`config.mk`:
```
export PLATFORM = sky130hd
export DESIGN_NAME = perceptron_online_trainer
export DESIGN_NICKNAME = d
export VERILOG_FILES = /design/src/design/pot_pkg.sv /design/src/design/pot_lane.sv /design/src/design/pot_merge.sv /design/src/design/perceptron_online_trainer.sv
export SDC_FILE = /design/constraint.sdc
export NUM_CORES = 2
export LEC_CHECK = 0
export BUFFER_PORTS_ARGS = -buffer_cell sky130_fd_sc_hd__buf_2
export CORE_ASPECT_RATIO = 1.25
export CORE_MARGIN = 4
export CORE_UTILIZATION = 45
export DETAILED_ROUTE_END_ITERATION = 12
export MAX_ROUTING_LAYER = met4
export SYNTH_ARGS = -nofsm -noshare
export SYNTH_HDL_FRONTEND = slang
export SYNTH_SLANG_ARGS = --single-unit
```
`constraint.sdc`:
```
create_clock -name i_clk -period 8.1 [get_ports i_clk]
set_input_delay 0.405 -clock i_clk [delete_from_list [all_inputs] [get_ports i_clk]]
set_output_delay 0.405 -clock i_clk [all_outputs]
set_load 0.05 [all_outputs]
```
`src/design/pot_pkg.sv`:
```
// Shared types, widths, codes and helper functions for the perceptron trainer.
// Depends on nothing; every other design file refers to it by scoped names.
package pot_pkg;

    // Field and datapath widths.
    localparam int FEAT_SLOTS       = 4;
    localparam int FEAT_W           = 16;
    localparam int LR_W             = 16;
    localparam int WEIGHT_W         = 32;
    localparam int STEP_W           = LR_W + 1 + FEAT_W;
    localparam int PROD_W           = WEIGHT_W + FEAT_W;
    localparam int SUM_W            = PROD_W + 4;
    localparam int BIAS_SHIFT       = 8;
    localparam int CNT_W            = 16;
    localparam int FUNC_W           = 2;
    localparam int CFG_IDX_W        = 1;
    localparam int S_TDATA_W        = 72;
    localparam int M_TDATA_W        = 24;
    localparam int WIDE_W           = WEIGHT_W + 3;

    // Defaults for the top-level parameter and the configuration registers.
    localparam int NUM_FEATURES_DEF = 2;
    localparam logic [LR_W-1:0]  LR_RESET         = 16'd6554;
    localparam logic [CNT_W-1:0] MAX_EPOCHS_RESET = 16'd100;
    localparam logic [CNT_W-1:0] CNT_MAX          = '1;

    // Item kinds; the unused code is handled as a classify item.
    typedef enum logic [FUNC_W-1:0] {
        FUNC_TRAIN    = 2'd0,
        FUNC_CLASSIFY = 2'd1,
        FUNC_CLEAR    = 2'd2
    } t_func;

    // Configuration register indexes.
    typedef enum logic [CFG_IDX_W-1:0] {
        REG_LEARNING_RATE = 1'b0,
        REG_MAX_EPOCHS    = 1'b1
    } t_reg_idx;

    // Per-lane update control issued by the top-level compute stage.
    typedef struct packed {
        logic update;
        logic label_pos;
        logic clear;
    } t_lane_ctl;

    // Clamp a widened sum to the signed weight range.
    function automatic logic signed [WEIGHT_W-1:0] sat_weight(
        input logic signed [WIDE_W-1:0] r
    );
        logic same;
        same = (r[WIDE_W-1:WEIGHT_W-1] == '0) || (r[WIDE_W-1:WEIGHT_W-1] == '1);
        if (same) begin
            return r[WEIGHT_W-1:0];
        end else if (r[WIDE_W-1]) begin
            return {1'b1, {(WEIGHT_W-1){1'b0}}};
        end else begin
            return {1'b0, {(WEIGHT_W-1){1'b1}}};
        end
    endfunction

    // Counter increment that sticks at all ones.
    function automatic logic [CNT_W-1:0] sat_inc(input logic [CNT_W-1:0] c);
        return (c == CNT_MAX) ? c : c + 1'b1;
    endfunction

endpackage

```
`src/design/pot_lane.sv`:
```
// One feature lane: holds one weight, the captured feature and its learning step,
// forms the weight-feature product and applies the saturating update. Uses pot_pkg.
module pot_lane (
    input  logic                                i_clk,
    input  logic                                i_rst_n,
    input  logic                                i_load,
    input  logic signed [pot_pkg::FEAT_W-1:0]   i_feature,
    input  logic        [pot_pkg::LR_W-1:0]     i_lr,
    input  pot_pkg::t_lane_ctl                  i_ctl,
    output logic signed [pot_pkg::PROD_W-1:0]   o_prod
);

    logic signed [pot_pkg::FEAT_W-1:0]   r_x;
    logic signed [pot_pkg::STEP_W-1:0]   r_step;
    logic signed [pot_pkg::WEIGHT_W-1:0] r_weight;
    logic signed [pot_pkg::WEIGHT_W-1:0] n_weight;
    logic signed [pot_pkg::STEP_W-1:0]   n_step;
    logic signed [pot_pkg::LR_W:0]       lr_s;
    logic signed [pot_pkg::WIDE_W-1:0]   w_ext;
    logic signed [pot_pkg::WIDE_W-1:0]   s_ext;
    logic signed [pot_pkg::WEIGHT_W-1:0] w_up;
    logic signed [pot_pkg::WEIGHT_W-1:0] w_dn;

    // The learning step does not depend on the weight, so it is formed at capture.
    assign lr_s   = $signed({1'b0, i_lr});
    assign n_step = lr_s * i_feature;

    always_ff @(posedge i_clk) begin
        if (i_load) begin
            r_x    <= i_feature;
            r_step <= n_step;
        end
    end

    // Product for the merge tree.
    assign o_prod = r_weight * r_x;

    // Both update candidates are ready before the prediction settles.
    assign w_ext = {{(pot_pkg::WIDE_W-pot_pkg::WEIGHT_W){r_weight[pot_pkg::WEIGHT_W-1]}},
                    r_weight};
    assign s_ext = {{(pot_pkg::WIDE_W-pot_pkg::STEP_W){r_step[pot_pkg::STEP_W-1]}}, r_step};
    assign w_up  = pot_pkg::sat_weight(w_ext + s_ext);
    assign w_dn  = pot_pkg::sat_weight(w_ext - s_ext);

    always_comb begin
        n_weight = r_weight;
        if (i_ctl.clear) begin
            n_weight = '0;
        end else if (i_ctl.update) begin
            n_weight = i_ctl.label_pos ? w_up : w_dn;
        end
    end

    always_ff @(posedge i_clk) begin
        if (!i_rst_n) begin
            r_weight <= '0;
        end else begin
            r_weight <= n_weight;
        end
    end

endmodule

```
`src/design/pot_merge.sv`:
```
// Merge stage: adds the lane products and the scaled bias and takes the sign
// as the prediction. Uses pot_pkg.
module pot_merge #(
    parameter int NUM_FEATURES = pot_pkg::NUM_FEATURES_DEF
) (
    input  logic signed [pot_pkg::PROD_W-1:0]   i_prod [NUM_FEATURES],
    input  logic signed [pot_pkg::WEIGHT_W-1:0] i_bias,
    output logic                                o_pred_pos
);

    logic signed [pot_pkg::SUM_W-1:0] sum;

    // Exact sum: bias in the product scale plus every lane product.
    always_comb begin
        sum = {{(pot_pkg::SUM_W-pot_pkg::WEIGHT_W-pot_pkg::BIAS_SHIFT)
                {i_bias[pot_pkg::WEIGHT_W-1]}},
               i_bias, {pot_pkg::BIAS_SHIFT{1'b0}}};
        for (int i = 0; i < NUM_FEATURES; i++) begin
            sum = sum + pot_pkg::SUM_W'(i_prod[i]);
        end
    end

    assign o_pred_pos = !sum[pot_pkg::SUM_W-1];

endmodule

```
`src/design/perceptron_online_trainer.sv`:
```
// Online perceptron trainer, top level: input stage, feature lanes, merge, counters.
// A beat passes the capture stage, then the result register. Throughput: one item
// per cycle unless the result stream stalls; the weight loop (product, sum tree,
// sign, weight select) is combinational, so every item sees the previous item's update.
// Reset clears weights, bias, both counters and all valid flags; the learning rate
// returns to 6554 and the epoch limit to 100. Depends on pot_pkg, pot_lane, pot_merge.
module perceptron_online_trainer #(
    parameter int NUM_FEATURES = pot_pkg::NUM_FEATURES_DEF
) (
    input  logic                                i_clk,
    input  logic                                i_rst_n,
    // Input stream.
    input  logic                                i_s_tvalid,
    output logic                                o_s_tready,
    // tdata: feature_0, feature_1, feature_2, feature_3, label, zero fill
    input  logic [pot_pkg::S_TDATA_W-1:0]       i_s_tdata,
    // tuser: func
    input  logic [pot_pkg::FUNC_W-1:0]          i_s_tuser,
    input  logic                                i_s_tlast,
    // Result stream; tlast carries epoch_done.
    output logic                                o_m_tvalid,
    input  logic                                i_m_tready,
    // tdata: predicted, mistake, epoch_mistakes, converged, limit_reached, zero fill
    output logic [pot_pkg::M_TDATA_W-1:0]       o_m_tdata,
    output logic                                o_m_tlast,
    // Configuration writes.
    input  logic                                i_cfg_valid,
    output logic                                o_cfg_ready,
    input  logic [pot_pkg::CFG_IDX_W-1:0]       i_cfg_index,
    input  logic [pot_pkg::LR_W-1:0]            i_cfg_data
);

    logic s_fire;
    logic b_fire;

    // Configuration registers.
    logic [pot_pkg::LR_W-1:0]  r_lr;
    logic [pot_pkg::CNT_W-1:0] r_max_epochs;

    // Capture stage.
    logic                        r_a_vld;
    logic [pot_pkg::FUNC_W-1:0]  r_a_func;
    logic                        r_a_label;
    logic                        r_a_end;

    // Training state.
    logic signed [pot_pkg::WEIGHT_W-1:0] r_bias;
    logic signed [pot_pkg::WEIGHT_W-1:0] n_bias;
    logic [pot_pkg::CNT_W-1:0]           r_mistakes;
    logic [pot_pkg::CNT_W-1:0]           n_mistakes;
    logic [pot_pkg::CNT_W-1:0]           r_epochs;
    logic [pot_pkg::CNT_W-1:0]           n_epochs;

    // Result register.
    logic                        r_o_vld;
    logic                        r_o_pred;
    logic                        r_o_miss;
    logic [pot_pkg::CNT_W-1:0]   r_o_shown;
    logic                        r_o_done;
    logic                        r_o_conv;
    logic                        r_o_lim;
    logic                        n_pred;
    logic                        n_miss;
    logic [pot_pkg::CNT_W-1:0]   n_shown;
    logic                        n_done;
    logic                        n_conv;
    logic                        n_lim;

    logic                                pred_pos;
    logic signed [pot_pkg::PROD_W-1:0]   prod [NUM_FEATURES];
    pot_pkg::t_lane_ctl                  lane_ctl;
    logic signed [pot_pkg::WIDE_W-1:0]   b_ext;
    logic signed [pot_pkg::WIDE_W-1:0]   db_ext;
    logic [pot_pkg::CNT_W-1:0]           cnt_inc;

    // Handshakes: the compute stage moves whenever the result register frees up.
    assign b_fire      = r_a_vld && (!r_o_vld || i_m_tready);
    assign o_s_tready  = !r_a_vld || b_fire;
    assign s_fire      = i_s_tvalid && o_s_tready;
    assign o_cfg_ready = 1'b1;

    // Configuration writes.
    always_ff @(posedge i_clk) begin
        if (!i_rst_n) begin
            r_lr         <= pot_pkg::LR_RESET;
            r_max_epochs <= pot_pkg::MAX_EPOCHS_RESET;
        end else if (i_cfg_valid) begin
            case (pot_pkg::t_reg_idx'(i_cfg_index))
                pot_pkg::REG_LEARNING_RATE: r_lr         <= i_cfg_data;
                pot_pkg::REG_MAX_EPOCHS:    r_max_epochs <= i_cfg_data;
                default:                    r_lr         <= r_lr;
            endcase
        end
    end

    // Capture stage control and payload.
    always_ff @(posedge i_clk) begin
        if (!i_rst_n) begin
            r_a_vld <= 1'b0;
        end else if (s_fire) begin
            r_a_vld <= 1'b1;
        end else if (b_fire) begin
            r_a_vld <= 1'b0;
        end
    end

    always_ff @(posedge i_clk) begin
        if (s_fire) begin
            r_a_func  <= i_s_tuser;
            r_a_label <= i_s_tdata[pot_pkg::FEAT_SLOTS*pot_pkg::FEAT_W];
            r_a_end   <= i_s_tlast;
        end
    end

    // Feature lanes.
    for (genvar g = 0; g < NUM_FEATURES; g++) begin : g_lane
        pot_lane u_lane (
            .i_clk     (i_clk),
            .i_rst_n   (i_rst_n),
            .i_load    (s_fire),
            .i_feature (i_s_tdata[g*pot_pkg::FEAT_W +: pot_pkg::FEAT_W]),
            .i_lr      (r_lr),
            .i_ctl     (lane_ctl),
            .o_prod    (prod[g])
        );
    end

    pot_merge #(
        .NUM_FEATURES (NUM_FEATURES)
    ) u_merge (
        .i_prod     (prod),
        .i_bias     (r_bias),
        .o_pred_pos (pred_pos)
    );

    // Bias step is the learning rate moved into the weight scale.
    assign b_ext   = {{(pot_pkg::WIDE_W-pot_pkg::WEIGHT_W){r_bias[pot_pkg::WEIGHT_W-1]}},
                      r_bias};
    assign db_ext  = {{(pot_pkg::WIDE_W-pot_pkg::LR_W-pot_pkg::BIAS_SHIFT){1'b0}},
                      r_lr, {pot_pkg::BIAS_SHIFT{1'b0}}};
    assign cnt_inc = pot_pkg::sat_inc(r_mistakes);

    // Decision, update and epoch bookkeeping for the item in the compute stage.
    always_comb begin
        n_bias     = r_bias;
        n_mistakes = r_mistakes;
        n_epochs   = r_epochs;
        lane_ctl   = '{update: 1'b0, label_pos: r_a_label, clear: 1'b0};
        n_pred     = 1'b0;
        n_miss     = 1'b0;
        n_shown    = r_mistakes;
        n_done     = 1'b0;
        n_conv     = 1'b0;
        n_lim      = 1'b0;
        case (pot_pkg::t_func'(r_a_func))
            pot_pkg::FUNC_TRAIN: begin
                n_pred = pred_pos;
                if (pred_pos != r_a_label) begin
                    n_miss          = 1'b1;
                    lane_ctl.update = b_fire;
                    n_bias          = pot_pkg::sat_weight(r_a_label ? b_ext + db_ext
                                                                    : b_ext - db_ext);
                    n_mistakes      = cnt_inc;
                end
                n_shown = n_mistakes;
                if (r_a_end) begin
                    n_done     = 1'b1;
                    n_epochs   = pot_pkg::sat_inc(r_epochs);
                    n_conv     = (n_mistakes == '0);
                    n_lim      = !n_conv && (n_epochs >= r_max_epochs);
                    n_mistakes = '0;
                end
            end
            pot_pkg::FUNC_CLEAR: begin
                lane_ctl.clear = b_fire;
                n_bias         = '0;
                n_mistakes     = '0;
                n_epochs       = '0;
                n_shown        = '0;
            end
            default: begin
                n_pred = pred_pos;
            end
        endcase
    end

    // Training state commits only when the compute stage moves.
    always_ff @(posedge i_clk) begin
        if (!i_rst_n) begin
            r_bias     <= '0;
            r_mistakes <= '0;
            r_epochs   <= '0;
        end else if (b_fire) begin
            r_bias     <= n_bias;
            r_mistakes <= n_mistakes;
            r_epochs   <= n_epochs;
        end
    end

    // Result register.
    always_ff @(posedge i_clk) begin
        if (!i_rst_n) begin
            r_o_vld <= 1'b0;
        end else if (b_fire) begin
            r_o_vld <= 1'b1;
        end else if (i_m_tready) begin
            r_o_vld <= 1'b0;
        end
    end

    always_ff @(posedge i_clk) begin
        if (b_fire) begin
            r_o_pred  <= n_pred;
            r_o_miss  <= n_miss;
            r_o_shown <= n_shown;
            r_o_done  <= n_done;
            r_o_conv  <= n_conv;
            r_o_lim   <= n_lim;
        end
    end

    assign o_m_tvalid = r_o_vld;
    assign o_m_tdata  = {4'b0, r_o_lim, r_o_conv, r_o_shown, r_o_miss, r_o_pred};
    assign o_m_tlast  = r_o_done;

    // A finished epoch is either converged or possibly at its limit, never both.
    a_conv_lim_excl: assert property (@(posedge i_clk) disable iff (!i_rst_n)
        r_o_vld |-> !(r_o_conv && r_o_lim))
        else $error("converged and limit_reached set together");

    // Epoch flags appear only on an epoch-end beat.
    a_flags_need_done: assert property (@(posedge i_clk) disable iff (!i_rst_n)
        r_o_vld && (r_o_conv || r_o_lim) |-> r_o_done)
        else $error("epoch flag without epoch_done");

    // A mistake is always counted in the reported total.
    a_miss_counted: assert property (@(posedge i_clk) disable iff (!i_rst_n)
        r_o_vld && r_o_miss |-> (r_o_shown != '0))
        else $error("mistake reported with zero epoch_mistakes");

    // A beat leaving the compute stage is held in the result register next cycle.
    a_result_loaded: assert property (@(posedge i_clk) disable iff (!i_rst_n)
        b_fire |=> r_o_vld)
        else $error("computed item not presented");

endmodule
```
======== After elaboration in Yosys (flattened, before gate mapping) ========
Index checks and enable logic that the tools add are counted.
operators by class
  shift-type cells ........................ 0
  div/mod/pow operators ................... 0
  mux-type cells .......................... 33
  reductions and logical operators ........ 31
  bitwise operators ....................... 2
  $mul .................................... 4
  add/subtract/negate cells ............... 10
  order comparisons ....................... 1
  equality and inequality tests ........... 11
operators with widths
  cell                                                             number
  32-bit 2-to-1 mux                                                13
  32-bit by 16-bit multiplier with 48-bit output                   2
  16-bit 2-to-1 mux                                                6
  16-bit one-hot mux with 2 select lines                           3
  32-bit by 33-bit adder with 34-bit output                        2
  32-bit by 33-bit subtractor with 34-bit output                   2
  17-bit by 16-bit multiplier with 33-bit output                   2
  32-bit one-hot mux with 2 select lines                           1
  49-bit by 48-bit adder with 50-bit output                        1
  40-bit by 48-bit adder with 49-bit output                        1
  35-bit 2-to-1 mux                                                1
  32-bit by 25-bit adder with 33-bit output                        1
  32-bit by 25-bit subtractor with 33-bit output                   1
  16-bit by 1-bit adder with 16-bit output, second input constant  2
  16-bit equality test, second input constant                      2
  4-bit equality test, second input constant                       5
  4-bit logical NOT                                                5
  16-bit greater-or-equal comparator                               1
  16-bit logical NOT                                               1
  1-bit 2-to-1 mux                                                 9
  2-bit AND reduction                                              4
  1-bit logical OR                                                 7
  3-bit AND reduction                                              2
  2-bit nonzero test                                               3
  other kinds (8)                                                  15
word-level totals
  input bits .............................. 97
  RAM bits ................................ 0
  memory bits (read-only) ................. 0
  output and inout port bits .............. 28
  register bits ........................... 285
  latch bits .............................. 0
  memories ................................ 0
  logic and storage cells ................. 114

======== Longest topological paths before layout ========
  depth in word-level cells ............... 10
  gate-level depth with buffers ........... 34

======== Modules after synthesis ========
A second synthesis with hierarchy kept.
second synthesis, totals
  cells, all modules ...................... 8,759
  area total of the unflattened synthesis .. 76,051.7 µm²
modules (own cells, without submodules)
  module                       sequential area each (µm²)  cells an instance  times used  area each (µm²)
  pot_lane (g_lane[0].u_lane)  2,112.0                     3,852              1           33,388.3
  pot_lane (g_lane[1].u_lane)  2,112.0                     3,802              1           33,173.1
  perceptron_online_trainer    2,572.5                     875                1           7,344.5
  pot_merge                    0.0                         230                1           2,145.8

======== Least setup slack after synthesis ========
OpenSTA, ideal clock, no wires.
  kind .................................... flip-flop to flip-flop
  start ................................... register g_lane[1].u_lane.r_weight[31] in the netlist's numbering
  end ..................................... register r_o_lim, data pin
  library setup time ...................... 0.262 ns
  period minus slack after synthesis ...... 8.579 ns
  setup slack ............................. -0.479 ns
  arrival time ............................ 8.317 ns
  cell stages (with the launch flop) ...... 29
  required time ........................... 7.838 ns
  path through ............................ dfxtp_1 > clkbuf_1 > nand2_1 > fa_1 > fa_1 > fa_1 > inv_1 > fa_1 > inv_1 > fa_1 > inv_1 > fa_1 > inv_1 > fa_1 > fa_1 > inv_1 > ha_1 > and4_1 > and3_1 > o21ai_0 > a21oi_1 > a211oi_1 > o21a_1 > xnor3_1 > or4_1 > xnor2_1 > a2111o_1 > nand4b_1 > nor3b_1
between the ends
  word-level cells in the longest chain between the ends .. 9
RTL lines
  element                                         RTL line                          text
  start: declaration                              pot_lane.sv:15                    logic signed [pot_pkg::WEIGHT_W-1:0] r_weight;
  start signal: assignment                        pot_lane.sv:58                    r_weight <= n_weight;
  32-bit by 16-bit multiplier with 48-bit output  pot_lane.sv:36                    assign o_prod = r_weight * r_x;
  49-bit by 48-bit adder with 50-bit output       pot_merge.sv:19                   sum = sum + pot_pkg::SUM_W'(i_prod[i]);
  1-bit logical NOT                               pot_merge.sv:23                   assign o_pred_pos = !sum[pot_pkg::SUM_W-1];
  1-bit != test                                   perceptron_online_trainer.sv:158  if (pred_pos != r_a_label) begin
  16-bit 2-to-1 mux                               perceptron_online_trainer.sv:158
  16-bit 2-to-1 mux                               perceptron_online_trainer.sv:155  case (pot_pkg::t_func'(r_a_func))
  16-bit logical NOT                              perceptron_online_trainer.sv:169  n_conv = (n_mistakes == '0);
  1-bit logical NOT                               perceptron_online_trainer.sv:170  n_lim = !n_conv && (n_epochs >= r_max_epochs);
  1-bit logical AND                               perceptron_online_trainer.sv:170
  end signal: assignment                          perceptron_online_trainer.sv:218  r_o_lim <= n_lim;
  end: declaration                                perceptron_online_trainer.sv:61   logic r_o_lim;
Every way passes these cells. The select of a mux whose other input is x is not followed.
A chain may end at the register's enable or synchronous reset.

======== Final worst setup path ========
  start ................................... register g_lane[1].u_lane.r_x[3] in the netlist's numbering
  end ..................................... register r_o_lim, data pin
between the ends
  word-level cells in the longest chain between the ends .. 9
RTL lines
  element                                         RTL line                          text
  start: declaration                              pot_lane.sv:13                    logic signed [pot_pkg::FEAT_W-1:0] r_x;
  start signal: assignment                        pot_lane.sv:30                    r_x <= i_feature;
  32-bit by 16-bit multiplier with 48-bit output  pot_lane.sv:36
  49-bit by 48-bit adder with 50-bit output       pot_merge.sv:19
  1-bit logical NOT                               pot_merge.sv:23
  1-bit != test                                   perceptron_online_trainer.sv:158
  16-bit 2-to-1 mux                               perceptron_online_trainer.sv:158
  16-bit 2-to-1 mux                               perceptron_online_trainer.sv:155
  16-bit logical NOT                              perceptron_online_trainer.sv:169
  1-bit logical NOT                               perceptron_online_trainer.sv:170
  1-bit logical AND                               perceptron_online_trainer.sv:170
Every way passes these cells. The select of a mux whose other input is x is not followed.

==> reports/metrics.yaml <==
global_route:
  grt_pass1_wl_um: 333000
  grt_overflow_total: 0
  via_count_of_the_first_global_routing_pass: 59210
  grt_start_max_net_pins: 65
  track_usage_pct: 26.9
  grt_antenna_before_repair: 9
detailed_routing:
  drt_drc_violations_left: 0
  drt-wirelength-per-cell_um: 20.5
  initialDrtViolationCount: 3266
  totalWireLength_um: 213000
  drt_pass1_iterations: 6
  via_count: 54832
  detail-route-antenna-nets: 0
  via_count_normalized_by_instance_count: 5.28
synthesis:
  cell_area_synth_sq_um: 71300
  synthCells: 7948
  yosysWarnings: 0
  seq_total_area_yosys_pct: 9.53
  dominantRegCellSynth: "dfxtp_1"
  post_synth.cell_area_avg_sq_um: 8.98
  synth_async_sr_flop_share_pct: 0
  post_synth_edffs: 123
  post_synth_num_cell_types: 88
  synth_seq_cells: 278
sta:
  worst_pin_slew_ns: 1.24
  grt_setup_unrepaired: "yes"
  final.setup_skew_ns: 0.0393
  final-setup-viol-count: 114
  final-hold-violation-count: 0
  period_minus_ws_final_ns: 8.73
  max_slew_margin_pct: 16.5
  post-route-worst-setup-slack_ns: -0.626
  report.final.slew_viol_count: 0
  clock.fmax_mhz: 115
  finalCritPeriodShare_pct: 108
layout:
  final_common_cell: "inv_1"
  flow.area_growth_from_synthesis_pct: 13.2
  final_design_area_no_fill_sq_um: 80800
  fraction_of_layout_instances_using_a_drive_strength_above_1_pct: 11.8
  final_cell_count_no_fill: 10381
  utilization_pct: 51.2
  fin_nets: 10483
  final.fill_count: 14801
  most-common-layout-cells: "inv_1 (1642), fa_1 (1456), nand2_1 (1148)"
critical_path:
  setup.worst_path.end_class: "register"
  cp_slowest_stage_delay_ns: 0.58
  rrSetupSlack_ns: -0.63
  worstPathRequired_ns: 8.44
  r2r_start: "g_lane[1].u_lane.r_x[3]$_DFFE_PP_"
  cp.arrival_ns: 9.07
  crit_path_frequent_cell: "fa_1"
  rr_endpoint: "r_o_lim$_SDFFCE_PN0P_"
  critical_path.max_fanout: 10
  start_kind: "register"
  timing.critical_path.slowest_stage_cell: "fa_2"
  reg2regPathDepth: 31
  timing.setup.critical_path_class: "reg -> reg"
floorplanning:
  top_level_ports: 125
  row_count: 163
  die_w_um: 364
  initial_core_util_pct: 45.3
  core-area_sq_um: 158000
  die_area_sq_um: 165000
  die_height_um: 453
clocking:
  tritoncts: "yes"
  tritoncts_buffer_count: 34
  cts_buffer_depth: 3
  clock_sinks: 278
  clk_latency_ns: 0.60
  htreeDepth: 2
  cts_root_buffer: "clkbuf_16"
  cts.reportedPaths.clkPinSlew_ns: 0.07
min_path:
  holdPathEnd: "r_lr[12]$_SDFFE_PN1P_"
  timing.hold.worst_path_depth: 3
  holdCritStartpoint: "i_cfg_data[12]"
  min-delay-path-class: "in -> reg"
run:
  cap_violations: 0
placed_design:
  post-place-cells: 10249
  postPlaceCellArea_sq_um: 77900
  half_perimeter_wire_length_after_placement_um: 180000
  finalWeightedCongestion: 0.997
  post-place-ws_ns: -1.59
  placement.io_buffers: 80
outcome:
  outcome: "finished with violations"
  failed_checks: "setup timing"
sequential cells by signal (all words and copies together) (netlist names), 2 cells and up:
register and count:
g_lane.u_lane.r_step 66, r_epochs 16, r_o_shown 16, r_a_func 2, r_bias 25, g_lane.u_lane.r_x 32, r_mistakes 16, r_lr 16
g_lane.u_lane.r_weight 64, r_max_epochs 16
cell usage after synthesis, types with 54 or more instances:
cell      count  area share [%]
inv_1      1667             8.8
fa_1       1503              42
nand2_1    1169             6.2
ha_1        592              10
and2_1      513             4.5
clkbuf_1    359             1.9
nor2_1      251             1.3
o21ai_0     243             1.7
a21oi_1     219             1.5
xnor2_1     178             2.2
dfxtp_1     155             4.3
edfxtp_1    123             5.2
nand2b_1     85            0.75
nor2b_1      83            0.73
nor3_1       65            0.46
a21o_1       59            0.62
xor2_1       54            0.66
worst max-delay path by stage:
stage	from	depth (start not counted)	endpoint
3_3_place_gp	g_lane[1].u_lane.r_x[8]$_DFFE_PP_	29	r_o_lim$_SDFFCE_PN0P_
4_1_cts	g_lane[0].u_lane.r_x[1]$_DFFE_PP_	32	r_o_lim$_SDFFCE_PN0P_
3_5_place_dp	g_lane[1].u_lane.r_x[8]$_DFFE_PP_	29	r_o_lim$_SDFFCE_PN0P_
2_1_floorplan	g_lane[1].u_lane.r_weight[23]$_SDFFE_PP0P_	28	r_o_lim$_SDFFCE_PN0P_
6_report	g_lane[1].u_lane.r_x[3]$_DFFE_PP_	31	r_o_lim$_SDFFCE_PN0P_
5_1_grt	g_lane[1].u_lane.r_x[4]$_DFFE_PP_	30	r_o_lim$_SDFFCE_PN0P_
worst max-delay path, delay by kind of cell (launching register included):
family                   cells  cell delay (ns)
AO/OA/AOI/OAI                5             1.21
XOR/XNOR                     2             0.45
adder cells (fa/ha/maj)      9             4.21
buffers and inverters        9             1.01
flip-flops                   1             0.38
AND/OR/NAND/NOR              6             1.22
cell type report:
class / instances / area [sq um] / share of cell area [%]
well taps: 2062 / 2580 / 3.19
diodes: 2 / 5.00 / 0.00620
flip-flops and latches: 278 / 6810 / 8.44
multi-input cells: 5608 / 57500 / 71.2
clock inverters: 18 / 186 / 0.231
inverters: 1670 / 6270 / 7.76
repair buffers: 699 / 6430 / 7.97
clock buffers: 44 / 1010 / 1.25
routing by layer:
metal,vias up,global-route usage (%),part of all wire [%]
met5,-,-,0
met4,0,14.5,6.9
met3,484,1.74,3.6
met2,1423,47.5,52
met1,28064,30.6,38
li1,24861,-,-
repair_timing:
action,CTS,global route
cloned,9,4
buffers inserted,30,22
hold buffers,5,0
gates resized for setup,137,146
pin swaps,88,112
setup endpoints to repair,125,124
hold endpoints to repair,5,0
kinds of logic after synthesis:
group | count (synthesis) | share of synthesized area (%)
and+or+nand+nor | 2340 | 15.4
adders and majority gates | 2095 | 52.6
buffers and inverters | 2065 | 11.0
AOI/OAI and AO/OA | 927 | 8.48
DFF | 278 | 9.53
xor gates and xnor gates | 234 | 2.91
muxes | 7 | 0.107
other | 2 | 0.0105
metrics by stage:
step	hold WS (ns)	TNS, ns
2_1_floorplan	0.443	0
3_3_place_gp	0.453	-120.66
3_5_place_dp	0.461	-121.90
4_1_cts	0.0107	-18.69
5_1_grt	0.0447	-43.31
6_report	0.0540	-16.49
Power is left out: the tool's default activity adds up to more than one toggle a clock period on the data nets, which glitch-free logic cannot reach.
